==> config.mk <==
export PLATFORM = sky130hd
export DESIGN_NAME = servo_bus_packet_codec_top
export DESIGN_NICKNAME = d
export VERILOG_FILES = /design/src/rtl/sbpc_pkg.sv /design/src/rtl/sbpc_framer.sv /design/src/rtl/sbpc_parser.sv /design/src/rtl/servo_bus_packet_codec_top.sv
export SDC_FILE = /design/constraint.sdc
export NUM_CORES = 1
export LEC_CHECK = 0
export BUFFER_PORTS_ARGS = -buffer_cell sky130_fd_sc_hd__buf_2
export CAP_MARGIN = 20
export CORE_MARGIN = 5
export CORE_UTILIZATION = 65
export CTS_BUF_LIST = sky130_fd_sc_hd__clkbuf_8
export DETAILED_ROUTE_END_ITERATION = 7
export HOLD_SLACK_MARGIN = 0.02
export PLACE_DENSITY_LB_ADDON = 0.1
export SYNTH_ARGS = -nofsm -noshare
export SYNTH_HDL_FRONTEND = slang
export SYNTH_SLANG_ARGS = --single-unit
==> constraint.sdc <==
create_clock -name clk_i -period 11 [get_ports clk_i]
set_input_delay 2.75 -clock clk_i [delete_from_list [all_inputs] [get_ports clk_i]]
set_output_delay 2.75 -clock clk_i [all_outputs]
set_load 0.02 [all_outputs]
==> src/rtl/sbpc_pkg.sv <==
package sbpc_pkg;

  localparam logic [7:0] HDR_BYTE    = 8'hFF;
  localparam logic [7:0] LEN_WORD    = 8'd5;
  localparam logic [7:0] LEN_SHORT   = 8'd4;
  localparam logic [7:0] INSTR_WRITE = 8'd3;
  localparam logic [7:0] INSTR_READ  = 8'd2;
  localparam logic [7:0] READ_COUNT  = 8'd2;
  localparam logic [7:0] MIN_LEN     = 8'd2;

  typedef enum logic [1:0] {
    KIND_WRITE_WORD = 2'd0,
    KIND_WRITE_BYTE = 2'd1,
    KIND_READ_WORD  = 2'd2,
    KIND_RX_BYTE    = 2'd3
  } kind_e;

  typedef enum logic [2:0] {
    PH_HDR0   = 3'd0,
    PH_HDR1   = 3'd1,
    PH_ID     = 3'd2,
    PH_LEN    = 3'd3,
    PH_ERROR  = 3'd4,
    PH_PARAM  = 3'd5,
    PH_CSUM   = 3'd6
  } phase_e;

  // Framer status toward the top level
  typedef struct packed {
    logic       busy;
    logic [7:0] tx_byte;
    logic       tx_last;
  } frm_t;

  // Parser report for one completed status packet
  typedef struct packed {
    logic        done;
    logic        ok;
    logic [7:0]  error;
    logic [15:0] value;
  } status_t;

  // One result word
  typedef struct packed {
    logic        tx_valid;
    logic [7:0]  tx_byte;
    logic        tx_last;
    logic        status_done;
    logic        status_ok;
    logic [7:0]  status_error;
    logic [15:0] status_value;
  } out_word_t;

endpackage

==> src/rtl/sbpc_framer.sv <==
module sbpc_framer (
  input  logic                clk_i,
  input  logic                rst_ni,
  input  logic                load_i,
  input  sbpc_pkg::kind_e     kind_i,
  input  logic [7:0]          servo_id_i,
  input  logic [7:0]          reg_address_i,
  input  logic [15:0]         write_value_i,
  input  logic                advance_i,
  output sbpc_pkg::frm_t      frm_o
);

  logic            busy_q, busy_d;
  logic [3:0]      idx_q, idx_d;
  sbpc_pkg::kind_e kind_q;
  logic [7:0]      id_q;
  logic [7:0]      addr_q;
  logic [15:0]     val_q;

  logic       is_word;
  logic       is_read;
  logic [7:0] len_b;
  logic [7:0] instr_b;
  logic [7:0] p0_b;
  logic [7:0] p1_b;
  logic [7:0] csum_b;
  logic [3:0] last_idx;
  logic [7:0] byte_sel;
  logic       last_sel;

  always_comb begin
    is_word  = (kind_q == sbpc_pkg::KIND_WRITE_WORD);
    is_read  = (kind_q == sbpc_pkg::KIND_READ_WORD);
    len_b    = is_word ? sbpc_pkg::LEN_WORD : sbpc_pkg::LEN_SHORT;
    instr_b  = is_read ? sbpc_pkg::INSTR_READ : sbpc_pkg::INSTR_WRITE;
    p0_b     = is_read ? sbpc_pkg::READ_COUNT : val_q[7:0];
    p1_b     = is_word ? val_q[15:8] : 8'd0;
    csum_b   = ~(id_q + len_b + instr_b + addr_q + p0_b + p1_b);
    last_idx = is_word ? 4'd8 : 4'd7;
    case (idx_q)
      4'd0, 4'd1: byte_sel = sbpc_pkg::HDR_BYTE;
      4'd2:       byte_sel = id_q;
      4'd3:       byte_sel = len_b;
      4'd4:       byte_sel = instr_b;
      4'd5:       byte_sel = addr_q;
      4'd6:       byte_sel = p0_b;
      4'd7:       byte_sel = is_word ? p1_b : csum_b;
      default:    byte_sel = csum_b;
    endcase
    last_sel = (idx_q == last_idx);
  end

  always_comb begin
    busy_d = busy_q;
    idx_d  = idx_q;
    if (load_i) begin
      busy_d = 1'b1;
      idx_d  = 4'd0;
    end else if (busy_q && advance_i) begin
      idx_d = idx_q + 4'd1;
      if (last_sel) begin
        busy_d = 1'b0;
      end
    end
  end

  always_ff @(posedge clk_i or negedge rst_ni) begin
    if (!rst_ni) begin
      busy_q <= 1'b0;
      idx_q  <= 4'd0;
    end else begin
      busy_q <= busy_d;
      idx_q  <= idx_d;
    end
  end

  always_ff @(posedge clk_i) begin
    if (load_i) begin
      kind_q <= kind_i;
      id_q   <= servo_id_i;
      addr_q <= reg_address_i;
      val_q  <= write_value_i;
    end
  end

  assign frm_o.busy    = busy_q;
  assign frm_o.tx_byte = byte_sel;
  assign frm_o.tx_last = last_sel;

endmodule

==> src/rtl/sbpc_parser.sv <==
module sbpc_parser (
  input  logic               clk_i,
  input  logic               rst_ni,
  input  logic               step_i,
  input  logic [7:0]         rx_byte_i,
  output sbpc_pkg::status_t  status_o
);

  sbpc_pkg::phase_e phase_q, phase_d;
  logic [7:0]  sum_q, sum_d;
  logic [7:0]  len_q, len_d;
  logic [7:0]  err_q, err_d;
  logic [15:0] val_q, val_d;
  logic [7:0]  cnt_q, cnt_d;
  logic [7:0]  expected;

  assign expected = (len_q < sbpc_pkg::MIN_LEN) ? 8'd0 : len_q - sbpc_pkg::MIN_LEN;

  // Next state
  always_comb begin
    phase_d = phase_q;
    sum_d   = sum_q;
    len_d   = len_q;
    err_d   = err_q;
    val_d   = val_q;
    cnt_d   = cnt_q;
    if (step_i) begin
      unique case (phase_q)
        sbpc_pkg::PH_HDR0: begin
          if (rx_byte_i == sbpc_pkg::HDR_BYTE) begin
            phase_d = sbpc_pkg::PH_HDR1;
          end
        end
        sbpc_pkg::PH_HDR1: begin
          phase_d = (rx_byte_i == sbpc_pkg::HDR_BYTE) ? sbpc_pkg::PH_ID : sbpc_pkg::PH_HDR0;
        end
        sbpc_pkg::PH_ID: begin
          sum_d   = rx_byte_i;
          val_d   = 16'd0;
          cnt_d   = 8'd0;
          err_d   = 8'd0;
          phase_d = sbpc_pkg::PH_LEN;
        end
        sbpc_pkg::PH_LEN: begin
          len_d   = rx_byte_i;
          sum_d   = sum_q + rx_byte_i;
          phase_d = sbpc_pkg::PH_ERROR;
        end
        sbpc_pkg::PH_ERROR: begin
          err_d   = rx_byte_i;
          sum_d   = sum_q + rx_byte_i;
          phase_d = (expected != 8'd0) ? sbpc_pkg::PH_PARAM : sbpc_pkg::PH_CSUM;
        end
        sbpc_pkg::PH_PARAM: begin
          sum_d = sum_q + rx_byte_i;
          if (cnt_q == 8'd0) begin
            val_d = {val_q[15:8], rx_byte_i};
          end else if (cnt_q == 8'd1) begin
            val_d = {rx_byte_i, val_q[7:0]};
          end
          cnt_d = cnt_q + 8'd1;
          if (cnt_d >= expected) begin
            phase_d = sbpc_pkg::PH_CSUM;
          end
        end
        sbpc_pkg::PH_CSUM: begin
          phase_d = sbpc_pkg::PH_HDR0;
        end
        default: begin
          phase_d = sbpc_pkg::PH_HDR0;
        end
      endcase
    end
  end

  // Report
  always_comb begin
    status_o.done  = step_i && (phase_q == sbpc_pkg::PH_CSUM);
    status_o.ok    = (~sum_q == rx_byte_i) && (err_q == 8'd0);
    status_o.error = err_q;
    status_o.value = val_q;
  end

  always_ff @(posedge clk_i or negedge rst_ni) begin
    if (!rst_ni) begin
      phase_q <= sbpc_pkg::PH_HDR0;
      sum_q   <= 8'd0;
      len_q   <= 8'd0;
      err_q   <= 8'd0;
      val_q   <= 16'd0;
      cnt_q   <= 8'd0;
    end else begin
      phase_q <= phase_d;
      sum_q   <= sum_d;
      len_q   <= len_d;
      err_q   <= err_d;
      val_q   <= val_d;
      cnt_q   <= cnt_d;
    end
  end

endmodule

==> src/rtl/servo_bus_packet_codec_top.sv <==
// Channel | Dir | tdata (low bit up)                              | tuser / tlast
// s_axis  | in  | servo_id, reg_address, write_value, rx_byte      | tuser: kind
// m_axis  | out | tx_byte, status_ok, status_error, status_value  | tuser: tx_valid,
//         |     |                                                 | status_done; tlast: tx_last
//
// A received line byte steps the parser; back-to-back line bytes flow at one word per clock
// while the framer is idle and the output is not stalled. A command word loads the framer,
// which then emits 8 or 9 packet bytes at one per cycle while the output takes them. The
// input stage holds the next word until the framer has handed its last byte to the result
// register. Reset clears the parser to wait for a header and empties the input stage,
// framer and output register. Output stalls hold the result register and stop line bytes;
// the input stage still takes one word meanwhile.
module servo_bus_packet_codec_top (
  input  logic        clk_i,
  input  logic        rst_ni,
  input  logic        s_axis_tvalid_i,
  output logic        s_axis_tready_o,
  input  logic [39:0] s_axis_tdata_i,  // servo_id[7:0], reg_address[15:8],
                                       // write_value[31:16], rx_byte[39:32]
  input  logic [1:0]  s_axis_tuser_i,  // kind[1:0]
  output logic        m_axis_tvalid_o,
  input  logic        m_axis_tready_i,
  output logic [39:0] m_axis_tdata_o,  // tx_byte[7:0], status_ok[8], status_error[16:9],
                                       // status_value[32:17], zero[39:33]
  output logic [1:0]  m_axis_tuser_o,  // tx_valid[0], status_done[1]
  output logic        m_axis_tlast_o   // tx_last
);

  // Input stage
  logic            in_valid_q, in_valid_d;
  sbpc_pkg::kind_e in_kind_q;
  logic [7:0]      in_id_q;
  logic [7:0]      in_addr_q;
  logic [15:0]     in_val_q;
  logic [7:0]      in_rx_q;

  // Output register
  logic                m_valid_q, m_valid_d;
  sbpc_pkg::out_word_t m_word_q, m_word_d;

  sbpc_pkg::frm_t    frm;
  sbpc_pkg::status_t status;

  logic out_free;
  logic in_go;
  logic is_rx;
  logic frm_load;
  logic parse_step;
  logic s_take;

  assign out_free   = !m_valid_q || m_axis_tready_i;
  assign is_rx      = (in_kind_q == sbpc_pkg::KIND_RX_BYTE);
  // Commands go to the idle framer; line bytes also wait for it and need a free output slot for a possible report
  assign in_go      = in_valid_q && !frm.busy && (!is_rx || out_free);
  assign frm_load   = in_go && !is_rx;
  assign parse_step = in_go && is_rx;

  assign s_axis_tready_o = !in_valid_q || in_go;
  assign s_take          = s_axis_tvalid_i && s_axis_tready_o;

  sbpc_framer u_framer (
    .clk_i         (clk_i),
    .rst_ni        (rst_ni),
    .load_i        (frm_load),
    .kind_i        (in_kind_q),
    .servo_id_i    (in_id_q),
    .reg_address_i (in_addr_q),
    .write_value_i (in_val_q),
    .advance_i     (out_free),
    .frm_o         (frm)
  );

  sbpc_parser u_parser (
    .clk_i     (clk_i),
    .rst_ni    (rst_ni),
    .step_i    (parse_step),
    .rx_byte_i (in_rx_q),
    .status_o  (status)
  );

  always_comb begin
    in_valid_d = in_valid_q;
    if (s_take) begin
      in_valid_d = 1'b1;
    end else if (in_go) begin
      in_valid_d = 1'b0;
    end
  end

  // Load the result register from the framer or from a finished status packet
  always_comb begin
    m_valid_d = m_valid_q && !m_axis_tready_i;
    m_word_d  = m_word_q;
    if (frm.busy && out_free) begin
      m_valid_d             = 1'b1;
      m_word_d              = '0;
      m_word_d.tx_valid     = 1'b1;
      m_word_d.tx_byte      = frm.tx_byte;
      m_word_d.tx_last      = frm.tx_last;
    end else if (status.done) begin
      m_valid_d             = 1'b1;
      m_word_d              = '0;
      m_word_d.status_done  = 1'b1;
      m_word_d.status_ok    = status.ok;
      m_word_d.status_error = status.error;
      m_word_d.status_value = status.value;
    end
  end

  always_ff @(posedge clk_i or negedge rst_ni) begin
    if (!rst_ni) begin
      in_valid_q <= 1'b0;
      m_valid_q  <= 1'b0;
    end else begin
      in_valid_q <= in_valid_d;
      m_valid_q  <= m_valid_d;
    end
  end

  always_ff @(posedge clk_i) begin
    if (s_take) begin
      in_kind_q <= sbpc_pkg::kind_e'(s_axis_tuser_i);
      in_id_q   <= s_axis_tdata_i[7:0];
      in_addr_q <= s_axis_tdata_i[15:8];
      in_val_q  <= s_axis_tdata_i[31:16];
      in_rx_q   <= s_axis_tdata_i[39:32];
    end
    m_word_q <= m_word_d;
  end

  assign m_axis_tvalid_o = m_valid_q;
  assign m_axis_tdata_o  = {7'd0, m_word_q.status_value, m_word_q.status_error,
                            m_word_q.status_ok, m_word_q.tx_byte};
  assign m_axis_tuser_o  = {m_word_q.status_done, m_word_q.tx_valid};
  assign m_axis_tlast_o  = m_word_q.tx_last;

endmodule

==> metrics.yaml, run 1 <==
syn_area_mm2: 0.00837
worstPathRequired_ns: 8.25
drive_gt1_share_pct: 17.0
antenna_left: 0
start_util_pct: 66.3
ys_seq_area_share_pct: 54.3
drt-wirelength-per-cell_um: 17.6
grt_overflow: 0
cts_post_setup_buffers_inserted: 0
critical_path_class: "in -> out"
startpoint_type: "primary input"
reg2reg_setup_slack_ns: 6.61
cap_violations: 0
crit_arrival_ns: 3.81
drtIter0Drc: 639
whs_ns: 0.411
pwr-share-seq_pct: 40.5
drc: 0
slew_headroom_pct: 39.2
layout_min_cycle_time_ns: 6.56
htreeDepth: 4
gp_routability_congestion: 0.912
ys.flop_type: "edfxtp_1"
mostFrequentLayoutCells: "edfxtp_1 (85), buf_2 (83), nand2_1 (78), inv_1 (60), dfrtp_1 (58)"
worstMarginPinSlew_ns: 0.911
irDropWorstVdd_mv: 0.206
placed_cells: 980
clkTransAtPathRegs_ns: 0.10
cts_inserted_buffers: 17
clock-sinks: 170
totalWireLength_um: 17800
fin_crit_sh_pct: 59.6
rows: 41
syn_area_per_cell_um2: 11.1
post-route-util_pct: 73.4
crit_start: "m_axis_tready_i"
grt_pass1_vias: 5698
viasPerCell: 5.89
synth-seq-cells: 170
clock_latency_ns: 0.47
leakagePower_nw: 3.77
vias: 5977
hp-class: "reg -> reg"
clk_root_buffer_cell: "clkbuf_8"
grt_start_max_net_pins: 59
ys_types: 65
synth_top_cell_area_share_pct: 30.5
final_area_mm2: 0.00927
area_growth_pct: 10.8
cts_tree: "built"
p_sw_share_pct: 39.7
final_nets: 927
grt_pass1_wl_um: 27900
maxClockFrequency_mhz: 153
yosys_warnings: 0
net-switching-power_uw: 932
async_reset_ff_share_pct: 34.1
r2r_cells: 16
power.internal_mw: 1.42
fin_skew_ns: 0.0170
combPwrFrac_pct: 42.0
dpl_cell_area_mm2: 0.00887
io_pins: 91
dp_hpwl_um: 12500
cts_hold_buf: 0
core_mm2: 0.0126
cts_buffer_depth: 2
dr.pass1.iters: 5
die_w_um: 123
final_common_cell: "edfxtp_1"
crit_path_end: "s_axis_tready_o"
r2r-start: "u_framer.kind_q[0]"
hold_start: "in_id_q[2]"
outcome: "completed"
dieArea_mm2: 0.0152
fillers: 869
r2r_end: "m_axis_tdata_o[7]"
finalHoldViolCount: 0
die_h_um: 123
cp_max_fo: 3
maxSlewViolCount: 0
rsz0062_at_grt: "false"
syn_inst: 755
antenna_found_initial: 0
setup_viol: 0
stdcell_count: 1014
antennaDiodeCount: 0
grt_usage_pct: 24.1
tns_ns: 0
clock_power_share_pct: 17.5
synth_edf_count: 85
post-synth-top-area-cell: "edfxtp_1"
port_buffers: 83
synth.area.top_cells: "edfxtp_1 (31%), dfrtp_1 (17%), dfxtp_1 (6.5%)"
cts_resized: 0
endpoint_kind: "primary output"
power_density_mw_per_mm2: 253
==> layout make-up <==
type	count	area, um^2	area share (%)
flip-flops and latches	170	4540	49.0
well taps	172	215	2.32
multi-input cells	493	3430	37.0
repair buffers	89	497	5.36
clock buffers	17	234	2.52
clock inverters	15	126	1.36
inverters	58	218	2.35
==> routing by layer <==
layer  GRT usage, %  wire length, um  part of all wire (%)
met1           35.6             7960                    45
met2           34.7             8070                    45
met3           6.22             1490                   8.4
met4           8.86              313                   1.8
met5              0                0                     0
==> worst min path at each step <==
stage / to / slack, ns / cells past startpoint
final: u_framer.id_q[2] / 0.41 / 0
after global routing: u_framer.id_q[3] / 0.44 / 0
after CTS: u_framer.id_q[2] / 0.41 / 0
after detailed placement: u_framer.id_q[0] / 0.41 / 0
after global placement: u_framer.addr_q[2] / 0.40 / 0
after floorplan: u_framer.addr_q[0] / 0.40 / 0
==> worst max-delay path, stage by stage <==
cell	delay, ns
buf_2	0.10
nor2b_1	0.28
o21ai_0	0.15
nor2_1	0.27
inv_1	0.08
buf_2	0.17
==> synth_stat cells, drive strengths merged, types with 7 or more instances <==
cell,count
a211oi,7
a21o,8
a21oi,50
a22o,25
and2,9
buf,24
clkbuf,16
dfrtp,58
dfxtp,27
edfxtp,85
fa,16
ha,36
inv,58
mux2,9
nand2,78
nand2b,12
nand3,35
nor2,40
nor2b,7
nor3,17
o21ai,45
xnor2,12
xor2,8
==> cell families (layout without fill, tap and decap cells) <==
family,count (synthesis),count (layout),synth area share [%]
simple gates,224,224,13.4
compound gates,174,174,13.6
flops,170,170,54.3
buf+inv,98,179,5.22
fa+ha+maj,52,52,9.21
xor+xnor,21,21,2.36
mux,15,15,1.93
other cells,1,7,0.0448
==> power by group through the flow <==
stage	registers, mW	clock network (mW)	logic [mW]
floorplan	0.924	0	0.743
global placement	0.958	0	0.900
detailed placement	0.962	0	0.951
CTS	0.949	0.415	0.963
global route	0.965	0.447	1.09
finish	0.952	0.410	0.986
==> registers in the layout, indices dropped and copies added (netlist names), 16 cells and up <==
| signal | flops |
|---|---|
| m_axis_tdata_o | 33 |
| u_framer.val_q | 16 |
| u_parser.val_q | 16 |
| in_val_q | 16 |
==> metrics by stage <==
step / setup WS (ns) / power (mW)
6_report: 4.44 / 2.35
2_1_floorplan: 5.00 / 1.67
3_3_place_gp: 4.46 / 1.86
4_1_cts: 4.42 / 2.33
5_1_grt: 4.32 / 2.50
3_5_place_dp: 4.43 / 1.91
Power figures use the tool's default switching activity.
==> run 2, diff against run 1 <==
Settings changed: CORE_UTILIZATION 65 to 61.
Clock period 11 ns to 6.7 ns, I/O delays scaled along.
==> run 2 against run 1 <==
Utilization fell by 4.2 points. Power increased by 63%. Sequential share of layout area rose by 0.13 points. Clock-buffer cell count stayed put. Global-route usage shrank 1.3 points. Final cell count is 0.30% higher. Register-to-register slack got worse by 4.6 ns.
==> metrics.yaml, run 2 (same netlist as run 1, synthesis figures left out) <==
fin_skew_ns: 0.0187  # +0.00177 ns
grt_pass1_vias: 5744  # +0.81%
grt_start_max_net_pins: 59  # unchanged
finalHoldViolCount: 0  # unchanged
clkTransAtPathRegs_ns: 0.09  # about the same
largest_reg_flops: 33  # unchanged
drc: 0  # unchanged
cts_buffer_depth: 2  # unchanged
rsz0062_at_grt: "false"
tns_ns: 0  # unchanged
hp-class: "reg -> reg"
dieArea_mm2: 0.0162  # +6.0%
p_sw_share_pct: 39.5  # -0.13 points
die_w_um: 127  # +3.0%
maxClockFrequency_mhz: 214
fin_crit_sh_pct: 69.9
clk_root_buffer_cell: "clkbuf_8"
drive_gt1_share_pct: 17.1  # +0.14 points
drt-wirelength-per-cell_um: 17.3  # -1.5%
final_nets: 926  # -0.11%
power_mw: 3.83  # +63%
io_pins: 91  # unchanged
drtIter0Drc: 481  # -25%
cts_inserted_buffers: 17  # unchanged
combPwrFrac_pct: 41.2  # -0.8 points
clock-sinks: 170  # unchanged
vias: 5831  # -2.4%
final_common_cell: "edfxtp_1"
outcome: "completed"
critical_path_class: "reg -> reg"
dp_hpwl_um: 12600  # +0.93%
reg2reg_setup_slack_ns: 2.02  # -4.59 ns
antenna_found_initial: 0  # unchanged
cp_max_fo: 16  # +13
grt_overflow: 0  # unchanged
start_util_pct: 62.7  # -3.6 points
worstMarginPinSlew_ns: 0.989  # +0.0773 ns
irDropWorstVdd_mv: 0.260  # +27%
cts_tree: "built"
grt_usage_pct: 22.8  # -1.3 points
grt_pass1_wl_um: 29100  # +4.1%
pwr-share-seq_pct: 40.9  # +0.4 points
gp_routability_congestion: 0.895  # -1.9%
worstPathRequired_ns: 6.89  # -1.36 ns
port_buffers: 83  # unchanged
cts_hold_buf: 0  # unchanged
power.internal_mw: 2.31  # +63%
net-switching-power_mw: 1.51  # +62%
post-route-util_pct: 69.3  # -4.2 points
leakagePower_nw: 3.76  # -0.18%
slew_headroom_pct: 33.9  # -5.4 points
cts_resized: 0  # unchanged
area_growth_pct: 10.5
power_density_mw_per_mm2: 414  # +63%
setup_viol: 0  # unchanged
maxSlewViolCount: 0  # unchanged
htreeDepth: 4  # unchanged
clock_power_share_pct: 17.9  # +0.4 points
startpoint_type: "register"
mostFrequentLayoutCells: "edfxtp_1 (85), buf_2 (83), nand2_1 (78), inv_1 (58), dfrtp_1 (58)"
endpoint_kind: "register"
antennaDiodeCount: 0  # unchanged
clock_latency_ns: 0.46  # about the same
cts_post_setup_buffers_inserted: 0  # unchanged
crit_arrival_ns: 4.87  # +1.06 ns
dr.pass1.iters: 7  # +2
core_mm2: 0.0133  # +5.8%
cap_violations: 0  # unchanged
antenna_left: 0  # unchanged
die_h_um: 127  # +3.0%
rows: 42  # +2.4%
totalWireLength_um: 17600  # -1.2%
layout_min_cycle_time_ns: 4.68
viasPerCell: 5.73  # -2.7%
run 2: cell count changes in the layout (fill, tap and decap cells not counted), sizes merged:
cell / change
inv: +1
buf: -1
clkinv: +1
clkinvlp: -2
run 2: layout make-up:
class | count | area, um^2
Sequential cell | 170 | 4540
Fill cell | 1053 | 4100
Multi-Input combinational cell | 493 | 3430
Timing Repair Buffer | 88 | 457
Clock buffer | 17 | 234
Tap cell | 176 | 220
Inverter | 58 | 218
Clock inverter | 15 | 138
run 2: power groups by stage:
stage / sequential (mW) / combinational [mW] / clock, mW
4_1_cts: 1.56 / 1.57 / 0.702
5_1_grt: 1.59 / 1.77 / 0.751
6_report: 1.56 / 1.58 / 0.687
3_5_place_dp: 1.58 / 1.56 / 0
3_3_place_gp: 1.58 / 1.51 / 0
2_1_floorplan: 1.52 / 1.22 / 0
run 2: stage by stage:
stage                     hold WS, ns  std cells  instance area [um^2]  setup slack [ns]
after global routing            0.432       1017                  9240              1.58
after global placement          0.402        984                  8860              2.13
final                           0.425       1017                  9240              2.02
after floorplan                 0.400        761                  8390              1.63
after detailed placement        0.405        984                  8860              2.07
after CTS                       0.420       1016                  9230              2.05
run 2: critical path: stages (launching register included):
cell and delay (ns):
edfxtp_1 0.42, nor2_1 0.78, nand2_1 0.21, ha_1 0.33, inv_1 0.05, fa_1 0.49
inv_1 0.05, fa_1 0.50, inv_1 0.04, ha_1 0.21, fa_1 0.42, a211oi_1 0.31
o21bai_1 0.11, a21oi_1 0.17, xnor2_1 0.13, o21a_1 0.13, a21oi_1 0.04
run 2: per-layer routing:
layer	vias up	wire, um	GRT usage, %
li1	2816	-	-
met1	2800	8250	33.9
met2	202	7920	34.4
met3	13	1280	5.13
met4	0	164	5.36
met5	-	0	0
run 2: final timing paths:
kind | from | depth (start not counted) | end
min in group asynchronous | rst_ni | 2 | u_parser.sum_q[4]
worst max register to register | u_framer.kind_q[1] | 16 | m_axis_tdata_o[7]
max in group asynchronous | rst_ni | 2 | u_framer.busy_q
worst max-delay path | u_framer.kind_q[1] | 16 | m_axis_tdata_o[7]
worst min-delay path | in_val_q[8] | 0 | u_framer.val_q[8]
worst min register to register | in_val_q[8] | 0 | u_framer.val_q[8]
